**config.mk**
```make
export PLATFORM = sky130hd
export DESIGN_NAME = lru_key_value_cache
export DESIGN_NICKNAME = d
export VERILOG_FILES = /design/src/hw/rtl/lkvc_pkg.sv /design/src/hw/rtl/lru_key_value_cache.sv /design/src/hw/rtl/lkvc_cell.sv
export SDC_FILE = /design/constraint.sdc
export NUM_CORES = 1
export LEC_CHECK = 0
export BUFFER_PORTS_ARGS = -buffer_cell sky130_fd_sc_hd__buf_2
export CORE_AREA = 2 2 338 340
export DETAILED_ROUTE_END_ITERATION = 16
export DIE_AREA = 0 0 340 342
export PLACE_DENSITY = 0.69
export SYNTH_ARGS = -nofsm -noshare
export SYNTH_HDL_FRONTEND = slang
export SYNTH_SLANG_ARGS = --single-unit
```
**constraint.sdc**
```tcl
create_clock -name aclk -period 8.64 [get_ports aclk]
set_input_delay 1.728 -clock aclk [delete_from_list [all_inputs] [get_ports aclk]]
set_output_delay 1.728 -clock aclk [all_outputs]
set_load 0.03 [all_outputs]
```
**src/hw/rtl/lkvc_pkg.sv**
```systemverilog
// Shared types and constants for the LRU key-value cache.
// Used by lkvc_cell and lru_key_value_cache; depends on nothing.
package lkvc_pkg;

    localparam int KEY_W  = 32;
    localparam int DATA_W = 32;
    localparam int CAP_W  = 5;

    localparam logic REQ_LOOKUP = 1'b0;
    localparam logic REQ_STORE  = 1'b1;

    localparam logic [DATA_W-1:0] MISS_VALUE = '1;
    localparam logic [CAP_W-1:0]  CAP_RESET  = CAP_W'(16);

    typedef enum logic [1:0] {
        ST_IDLE,
        ST_CMP,
        ST_UPD
    } state_t;

    typedef enum logic [1:0] {
        OP_NONE,
        OP_TOUCH,
        OP_FILL
    } cell_op_t;

    typedef struct packed {
        cell_op_t op;
        logic     use_lru;
        logic     write;
    } cell_cmd_t;

endpackage

```
**src/hw/rtl/lru_key_value_cache.sv**
```systemverilog
// Top level of the fully associative LRU key-value cache: request capture,
// sequencer, capacity register, hit collection and result register.
// Depends on lkvc_pkg and lkvc_cell.
//
//   Channel  Direction  Handshake              Contents
//   s_       in         s_valid / s_ready      s_req_type, s_key, s_value
//   m_       out        m_valid / m_ready      m_hit, m_read_value
//   cfg_     in         cfg_valid / cfg_ready  cfg_cache_capacity
//
// Each request passes through the accepting state, a compare state in which
// every cell compares its key in parallel, and an update state in which the
// cells adjust their ranks and the lookup result is loaded.
// A lookup result waits in the update state while the output register is full.
// Reset is synchronous and active low; it empties every entry at once.
module lru_key_value_cache #(
    parameter int ENTRIES = 16
) (
    input  logic                               aclk,
    input  logic                               aresetn,
    input  logic                               s_valid,
    output logic                               s_ready,
    input  logic                               s_req_type,
    input  logic signed [lkvc_pkg::KEY_W-1:0]  s_key,
    input  logic signed [lkvc_pkg::DATA_W-1:0] s_value,
    output logic                               m_valid,
    input  logic                               m_ready,
    output logic                               m_hit,
    output logic signed [lkvc_pkg::DATA_W-1:0] m_read_value,
    input  logic                               cfg_valid,
    output logic                               cfg_ready,
    input  logic [lkvc_pkg::CAP_W-1:0]         cfg_cache_capacity
);

    localparam int RANK_W = (ENTRIES > 1) ? $clog2(ENTRIES) : 1;
    localparam int OCC_W  = $clog2(ENTRIES + 1);
    localparam int CMP_W  = (OCC_W > lkvc_pkg::CAP_W) ? OCC_W : lkvc_pkg::CAP_W;

    lkvc_pkg::state_t             state_reg, state_next;
    logic                         req_type_reg;
    logic [lkvc_pkg::KEY_W-1:0]   req_key_reg;
    logic [lkvc_pkg::DATA_W-1:0]  req_data_reg;
    logic [lkvc_pkg::CAP_W-1:0]   cap_reg;
    logic [OCC_W-1:0]             occ_reg, occ_next;
    logic                         m_valid_reg, m_valid_next;
    logic                         m_hit_reg, m_hit_next;
    logic [lkvc_pkg::DATA_W-1:0]  m_data_reg, m_data_next;

    logic [ENTRIES-1:0]           cell_valid;
    logic [ENTRIES-1:0]           cell_match;
    logic [lkvc_pkg::DATA_W-1:0]  cell_data [ENTRIES];
    logic [RANK_W-1:0]            cell_rank [ENTRIES];

    lkvc_pkg::cell_cmd_t          cmd;
    logic                         cmp_en;
    logic [RANK_W-1:0]            ref_rank;
    logic [RANK_W-1:0]            lru_rank;
    logic [OCC_W-1:0]             occ_m1;
    logic [CMP_W-1:0]             cap_eff;
    logic                         hit_any;
    logic [lkvc_pkg::DATA_W-1:0]  hit_data;
    logic [RANK_W-1:0]            hit_rank;
    logic                         out_free;
    logic                         s_accept;

    assign s_ready   = (state_reg == lkvc_pkg::ST_IDLE);
    assign s_accept  = s_valid && s_ready;
    assign cfg_ready = 1'b1;
    assign out_free  = !m_valid_reg || m_ready;
    assign occ_m1    = occ_reg - OCC_W'(1);
    assign lru_rank  = occ_m1[RANK_W-1:0];

    always_comb begin
        if (cap_reg == '0) begin
            cap_eff = CMP_W'(1);
        end else if (CMP_W'(cap_reg) > CMP_W'(ENTRIES)) begin
            cap_eff = CMP_W'(ENTRIES);
        end else begin
            cap_eff = CMP_W'(cap_reg);
        end
    end

    // Valid keys are unique, so at most one cell matches and an OR gathers it.
    always_comb begin
        hit_any  = 1'b0;
        hit_data = '0;
        hit_rank = '0;
        for (int i = 0; i < ENTRIES; i++) begin
            hit_any  = hit_any | cell_match[i];
            hit_data = hit_data | ({lkvc_pkg::DATA_W{cell_match[i]}} & cell_data[i]);
            hit_rank = hit_rank | ({RANK_W{cell_match[i]}} & cell_rank[i]);
        end
    end

    genvar g;
    generate
        for (g = 0; g < ENTRIES; g++) begin : g_cell
            logic prev_valid;
            if (g == 0) begin : g_head
                assign prev_valid = 1'b1;
            end else begin : g_link
                assign prev_valid = cell_valid[g-1];
            end
            lkvc_cell #(
                .RANK_W (RANK_W)
            ) u_cell (
                .aclk         (aclk),
                .aresetn      (aresetn),
                .prev_valid_i (prev_valid),
                .cmp_en_i     (cmp_en),
                .req_key_i    (req_key_reg),
                .req_data_i   (req_data_reg),
                .cmd_i        (cmd),
                .ref_rank_i   (ref_rank),
                .lru_rank_i   (lru_rank),
                .valid_o      (cell_valid[g]),
                .match_o      (cell_match[g]),
                .data_o       (cell_data[g]),
                .rank_o       (cell_rank[g])
            );
        end
    endgenerate

    always_ff @(posedge aclk) begin
        if (!aresetn) begin
            state_reg   <= lkvc_pkg::ST_IDLE;
            cap_reg     <= lkvc_pkg::CAP_RESET;
            occ_reg     <= '0;
            m_valid_reg <= 1'b0;
        end else begin
            state_reg   <= state_next;
            occ_reg     <= occ_next;
            m_valid_reg <= m_valid_next;
            if (cfg_valid && cfg_ready) begin
                cap_reg <= cfg_cache_capacity;
            end
        end
    end

    always_ff @(posedge aclk) begin
        if (s_accept) begin
            req_type_reg <= s_req_type;
            req_key_reg  <= s_key;
            req_data_reg <= s_value;
        end
        m_hit_reg  <= m_hit_next;
        m_data_reg <= m_data_next;
    end

    always_comb begin
        state_next   = state_reg;
        occ_next     = occ_reg;
        m_valid_next = m_valid_reg && !m_ready;
        m_hit_next   = m_hit_reg;
        m_data_next  = m_data_reg;
        cmp_en       = 1'b0;
        cmd.op       = lkvc_pkg::OP_NONE;
        cmd.use_lru  = 1'b0;
        cmd.write    = 1'b0;
        ref_rank     = hit_rank;
        case (state_reg)
            lkvc_pkg::ST_IDLE: begin
                if (s_accept) begin
                    state_next = lkvc_pkg::ST_CMP;
                end
            end
            lkvc_pkg::ST_CMP: begin
                cmp_en     = 1'b1;
                state_next = lkvc_pkg::ST_UPD;
            end
            lkvc_pkg::ST_UPD: begin
                if (req_type_reg == lkvc_pkg::REQ_LOOKUP) begin
                    if (out_free) begin
                        state_next   = lkvc_pkg::ST_IDLE;
                        m_valid_next = 1'b1;
                        m_hit_next   = hit_any;
                        m_data_next  = hit_any ? hit_data : lkvc_pkg::MISS_VALUE;
                        if (hit_any) begin
                            cmd.op = lkvc_pkg::OP_TOUCH;
                        end
                    end
                end else begin
                    state_next = lkvc_pkg::ST_IDLE;
                    if (hit_any) begin
                        cmd.op    = lkvc_pkg::OP_TOUCH;
                        cmd.write = 1'b1;
                    end else if (CMP_W'(occ_reg) < cap_eff) begin
                        cmd.op   = lkvc_pkg::OP_FILL;
                        occ_next = occ_reg + OCC_W'(1);
                    end else begin
                        cmd.op      = lkvc_pkg::OP_TOUCH;
                        cmd.use_lru = 1'b1;
                        cmd.write   = 1'b1;
                        ref_rank    = lru_rank;
                    end
                end
            end
            default: begin
                state_next = lkvc_pkg::ST_IDLE;
            end
        endcase
    end

    assign m_valid      = m_valid_reg;
    assign m_hit        = m_hit_reg;
    assign m_read_value = m_data_reg;

endmodule

```
**src/hw/rtl/lkvc_cell.sv**
```systemverilog
// One cache entry: valid mark, key, data, recency rank and key compare.
// Depends on lkvc_pkg for the command struct and field widths.
module lkvc_cell #(
    parameter int RANK_W = 4
) (
    input  logic                         aclk,
    input  logic                         aresetn,
    input  logic                         prev_valid_i,
    input  logic                         cmp_en_i,
    input  logic [lkvc_pkg::KEY_W-1:0]   req_key_i,
    input  logic [lkvc_pkg::DATA_W-1:0]  req_data_i,
    input  lkvc_pkg::cell_cmd_t          cmd_i,
    input  logic [RANK_W-1:0]            ref_rank_i,
    input  logic [RANK_W-1:0]            lru_rank_i,
    output logic                         valid_o,
    output logic                         match_o,
    output logic [lkvc_pkg::DATA_W-1:0]  data_o,
    output logic [RANK_W-1:0]            rank_o
);

    logic                        valid_reg;
    logic                        match_reg;
    logic [RANK_W-1:0]           rank_reg;
    logic [lkvc_pkg::KEY_W-1:0]  key_reg;
    logic [lkvc_pkg::DATA_W-1:0] data_reg;
    logic                        target;
    logic                        is_free;
    logic                        load;

    // Entries never leave the valid state, so the valid cells form a prefix
    // of the chain and the first free cell follows the last valid one.
    assign is_free = !valid_reg && prev_valid_i;
    assign target  = cmd_i.use_lru ? (valid_reg && (rank_reg == lru_rank_i)) : match_reg;
    assign load    = ((cmd_i.op == lkvc_pkg::OP_TOUCH) && target && cmd_i.write)
                   || ((cmd_i.op == lkvc_pkg::OP_FILL) && is_free);

    always_ff @(posedge aclk) begin
        if (!aresetn) begin
            valid_reg <= 1'b0;
            match_reg <= 1'b0;
            rank_reg  <= '0;
        end else begin
            if (cmp_en_i) begin
                match_reg <= valid_reg && (key_reg == req_key_i);
            end
            case (cmd_i.op)
                lkvc_pkg::OP_TOUCH: begin
                    if (target) begin
                        rank_reg <= '0;
                    end else if (valid_reg && (rank_reg < ref_rank_i)) begin
                        rank_reg <= rank_reg + RANK_W'(1);
                    end
                end
                lkvc_pkg::OP_FILL: begin
                    if (valid_reg) begin
                        rank_reg <= rank_reg + RANK_W'(1);
                    end else if (is_free) begin
                        valid_reg <= 1'b1;
                        rank_reg  <= '0;
                    end
                end
                default: begin
                end
            endcase
        end
    end

    always_ff @(posedge aclk) begin
        if (load) begin
            key_reg  <= req_key_i;
            data_reg <= req_data_i;
        end
    end

    assign valid_o = valid_reg;
    assign match_o = match_reg;
    assign data_o  = data_reg;
    assign rank_o  = rank_reg;

endmodule
```
# Word-level counts from Yosys, hierarchy flattened
# Cells that the tools add are included.
# word_totals
ff_bits	1231
output_inout_bits	36
word_cells	592
# classes
n_eq_ne	69
n_lt_le_gt_ge	18
n_addsub	18
n_mux	149
n_reduce_logical	170
bitwise_logic	79
# op_table
cell	count
bitwise AND 32 bit	16
equality test 32 bit	16
OR 32 bit	15
two-way mux 4 bit	68
one-hot mux 4 bit (2 select lines)	16
logical AND 1 bit	113
!= test 3 x 1 -> 1 bit (second input constant)	30
adder 4 x 1 -> 4 bit (second input constant)	16
bitwise AND 4 bit	16
equality test 4 bit	16
less-than comparator 4 bit	16
OR 4 bit	15
two-way mux 1 bit	54
AND reduction 3 bit	16
zero test 1 bit	18
logical OR 1 bit	17
two-way mux 2 bit	8
OR 1 bit	15
two-way mux 5 bit	2
one-hot mux 2 bit (3 select lines)	1
adder 5 x 1 -> 5 bit (second input constant)	1
greater-than comparator 5 bit (second input constant)	1
zero test 5 bit	1
less-than comparator 5 bit	1
other kinds (11)	15

# Longest topological paths before layout
# depth
ltp_word	25
ltp_mapped	18
ltp_nobuf	17

# By module
# Synthesis repeated with hierarchy kept, for this count alone.
# hier_totals
cells_unflattened	3252
area_unflattened_um2	50736.2
# by_module_without_submodules
mod	area_per_inst_um2	cells_per_inst	n_inst
lkvc_cell	2736.4	164	16
lru_key_value_cache	6954.2	628	1

# Worst setup path after synthesis
# Ideal clock, no wire load.
# synth_path
path_kind	input to register
start	in m_ready
end	reg g_cell[8].u_cell.data_reg (netlist bit g_cell[8].u_cell.data_o[0]) (enable)
n_path_buf	2
setup_slack_ns	0.567
setup_time_ns	0.574
t_required_ns	8.066
arrival_time_ns	7.498
stages	8
cell_sequence	nor2b_1 -> o21ai_0 -> nor2b_1 -> ha_1 -> clkbuf_1 -> clkbuf_1 -> nand3_1 -> o21ai_0
# synth_between
elab_chain_cells	8
elab_cells_between_ends	10
classes_between	2 x eq/ne; 3 x mux; 5 x reduce/logical
# synth_rtl
element	line	rtl
start: declaration	lru_key_value_cache.sv:26	input logic m_ready,
logical OR 1 bit *	lru_key_value_cache.sv:68	assign out_free = !m_valid_reg || m_ready;
two-way mux 1 bit *	lru_key_value_cache.sv:172	if (out_free) begin
two-way mux 2 bit *	lru_key_value_cache.sv:171	if (req_type_reg == lkvc_pkg::REQ_LOOKUP) begin
two-way mux 4 bit *	lru_key_value_cache.sv:160	case (state_reg)
equality test 2 x 1 -> 1 bit	lkvc_cell.sv:34	assign load = ((cmd_i.op == lkvc_pkg::OP_TOUCH) && target && cmd_i.write)
logical AND 1 bit (2 in a row)	lkvc_cell.sv:34	
logical OR 1 bit *	lkvc_cell.sv:35	|| ((cmd_i.op == lkvc_pkg::OP_FILL) && is_free);
net g_cell[8].u_cell.load	lkvc_cell.sv:28	logic load;
end signal: assignment	lkvc_cell.sv:71	data_reg <= req_data_i;
end: declaration	lkvc_cell.sv:25	logic [lkvc_pkg::DATA_W-1:0] data_reg;
# Mark *: on every way through the listed nets, which the timed path passes. The rest lies on a longest branch.
# A chain may end at the register's enable or synchronous reset.

# Worst setup path after layout
# layout_path
start	reg cap_reg[4] in the netlist's numbering
end	reg g_cell[0].u_cell.data_reg (netlist bit g_cell[0].u_cell.data_o[18]) (enable)
# layout_between
elab_chain_cells	12
elab_cells_between_ends	20
classes_between	2 x order compare; 2 x eq/ne; 11 x mux; 5 x reduce/logical
# layout_rtl
element	line	rtl
start: declaration	lru_key_value_cache.sv:42	logic [lkvc_pkg::CAP_W-1:0] cap_reg;
start signal: assignment	lru_key_value_cache.sv:126	cap_reg <= lkvc_pkg::CAP_RESET;
start signal: assignment	lru_key_value_cache.sv:134	cap_reg <= cfg_cache_capacity;
greater-than comparator 5 bit	lru_key_value_cache.sv:75	end else if (CMP_W'(cap_reg) > CMP_W'(ENTRIES)) begin
two-way mux 5 bit	lru_key_value_cache.sv:75	
two-way mux 5 bit *	lru_key_value_cache.sv:73	if (cap_reg == '0) begin
less-than comparator 5 bit *	lru_key_value_cache.sv:186	end else if (CMP_W'(occ_reg) < cap_eff) begin
two-way mux 2 bit	lru_key_value_cache.sv:186	
two-way mux 2 bit or two-way mux 1 bit (tied branches)	lru_key_value_cache.sv:183	if (hit_any) begin
two-way mux 2 bit	lru_key_value_cache.sv:171	
two-way mux 4 bit *	lru_key_value_cache.sv:160	
equality test 2 x 1 -> 1 bit or two-way mux 1 bit (tied branches)	lkvc_cell.sv:34, lkvc_cell.sv:33	
logical AND 1 bit (2 in a row)	lkvc_cell.sv:34	
logical OR 1 bit *	lkvc_cell.sv:35	
net g_cell[0].u_cell.load	lkvc_cell.sv:28	
end signal: assignment	lkvc_cell.sv:71	
end: declaration	lkvc_cell.sv:25	
# Marks and branches as above.

==> flow_summary.yaml <==
yosys:
  async_reset_ff_frac: 0
  yosysUniqueCellTypes: 77
  netlist_area_um2: 50500
  ys_seq_elements: 1231
  syn_area_per_cell_um2: 15.3
  synth_top_cell_by_area: "edfxtp_1"
  synth_cells: 3297
  synth_edf_count: 1122
  synth_top_area_share: 0.668
  synth_ff_type: "edfxtp_1"
  synth.net_count: 3444
  seq_area_frac_synth: 0.711
  yosysWarnings: 0
  synth.area.top_cells: "edfxtp_1 (67%), xor2_1 (6.0%), dfxtp_1 (4.3%)"
finish:
  final_common_cell: "edfxtp_1"
  antennaDiodeCount: 0
  finalNonFillerCells: 5055
  syn2layout_area_growth_pct: 13.2
  fill_cells: 9175
  final_core_util: 0.505
  fin_nets: 3589
  drive_above_1_share: 0.131
  final_cell_mix: "edfxtp_1 (1122), xor2_1 (348), xnor2_1 (235), a22oi_1 (124), nor2_1 (123)"
setup_path:
  path_max_fanout: 25
  critPathLaunch: "cap_reg[4]"
  critPathKind: "flop to flop"
  start_kind: "flop"
  end_kind: "flop"
  crit_arrival_ns: 6.27
  r2r_start: "cap_reg[4]"
  crit_required_ns: 9.00
clocking:
  path_clk_slew_ns: 0.06
  htreeDepth: 3
  root_buffer: "clkbuf_16"
  cts_tree: "done"
  hold_buffers: 0
  insertion_delay_ns: 0.73
  cts.sinks: 1231
  cts_made_buffers: 118
  ctsLongestPathBuffers: 3
  cts_resized: 0
  cts_setup_buffers: 0
pwr:
  sequentialPowerShare: 0.540
  p_sw_frac: 0.209
  power_frac_comb: 0.033
  peakVddDrop_mv: 0.163
  p_clk_frac: 0.427
  p_leak_nw: 18.3
  p_per_area_nw_per_um2: 214
  p_sw_mw: 2.55
  internal_power_mw: 9.67
job:
  cap_viol_max_count: 0
detailed_routing:
  wl_per_cell_um: 25.4
  drtAntennaViolNets: 0
  drtIter0Drc: 3293
  drc: 0
  drt_pass1_iterations: 6
  postRouteWirelength_um: 128000
  vias: 29584
  vias_per_cell: 5.85
min_path:
  min_from: "occ_reg[4]"
  hp-class: "flop to flop"
timing:
  max_freq_mhz: 169
  final-max-slew-violation-count: 0
  tightestPinTransition_ns: 1.18
  setup_viol: 0
  relSlewSlack: 0.212
  rsz0062_at_grt: "no"
  period_share: 0.684
  skew_ns: 0.0413
  fin_crit_ns: 5.91
  hold_viol_final: 0
  fin_tns_setup_ns: 0
place:
  numPlacedInstances: 4834
  dp_hpwl_um: 69900
  placement.io_buffers: 109
  gp_congestion: 0.872
outcome:
  status: "completed"
floorplan:
  rows: 124
  die_w_um: 340
  ios: 111
  die_y_um: 342
  die_area_um2: 116000
  coreArea_um2: 113000
  initial_core_util: 0.446
global_routing:
  grt_max_degree: 81
  overflow: 0
  grt_pass1_vias: 28699
  grt_util_all_layers: 0.218
  antenna_found_initial: 4
  grt_pass1_wl_um: 190000
[area by class of cell]
type,count,area [um^2],area share
well taps,1512,1890,0.0331
clock buffers,142,3130,0.0548
multi-input cells,1857,14000,0.246
clock inverters,79,805,0.0141
repair buffers,203,1260,0.0221
inverters,31,116,0.00204
flip-flops and latches,1231,35900,0.628
[per-layer routing]
layer | vias up | part of all wire | track usage
met2 | 1378 | 0.46 | 0.347
met1 | 14975 | 0.43 | 0.311
met5 | - | 0.00032 | 0
met3 | 211 | 0.082 | 0.0315
met4 | 6 | 0.028 | 0.0714
li1 | 13014 | - | -
[power groups by stage]
stage / Combinational (mW) / Sequential [mW] / Clock, mW
after CTS: 0.407 / 6.60 / 5.29
after detailed placement: 0.405 / 6.72 / 0
final: 0.405 / 6.60 / 5.22
after global routing: 0.438 / 6.60 / 5.50
after global placement: 0.397 / 6.72 / 0
after floorplan: 0.235 / 6.72 / 0
[worst max-delay path, cell delays in order (launching register included)]
cell and delay [ns]:
dfxtp_1 0.31, inv_1 0.12, nand2_1 0.07, ha_1 0.31, nand2_1 0.06, o311a_1 0.41, o21ai_0 0.34, nand2_1 0.09
o21ai_0 0.07, nor2b_1 0.20, ha_1 0.79, nand3_2 1.02, o22ai_4 1.21, buf_4 0.50
[path summary, 6_finish.rpt]
kind	cells past startpoint	slack, ns	endpoint
worst max-delay path	13	2.73	g_cell[0].u_cell.data_o[18]
worst max register to register	13	2.73	g_cell[0].u_cell.data_o[18]
worst min-delay path	2	0.53	occ_reg[4]
worst min register to register	2	0.53	occ_reg[4]
[metrics by stage]
stage,area [um^2],worst slack (ns),total power [mW],hold WS (ns)
6_report,57100,2.73,12.2,0.527
2_1_floorplan,50500,0.567,6.95,0.461
5_1_grt,57100,2.37,12.5,0.563
4_1_cts,57100,2.75,12.3,0.531
3_5_place_dp,53200,2.50,7.13,0.514
3_3_place_gp,53200,2.58,7.12,0.506
[kinds of logic (layout without fill, tap and decap cells)]
logic type               after synthesis  count (layout)  share of synthesized area
AND/OR/NAND/NOR                      653             653                     0.0684
flip-flops                          1231            1231                      0.711
multiplexers                          18              18                    0.00364
adder cells (fa/ha/maj)               72              72                     0.0178
AO/OA/AOI/OAI                        527             527                     0.0810
XOR/XNOR                             586             586                      0.102
buffers and inverters                209             455                     0.0160
other                                  1               1                  0.0000743
[Yosys cell counts (72+ instances only)]
cell      count
ha_1         72
nor4_1       99
a22oi_1     124
xor2_1      348
a221oi_1     82
a22o_1       82
xnor2_1     235
clkbuf_1    126
nand3_1      75
nor2_1      124
edfxtp_1   1122
nand4_1     121
nand2_1     117
dfxtp_1     109
(Power assumes the default switching activity.)
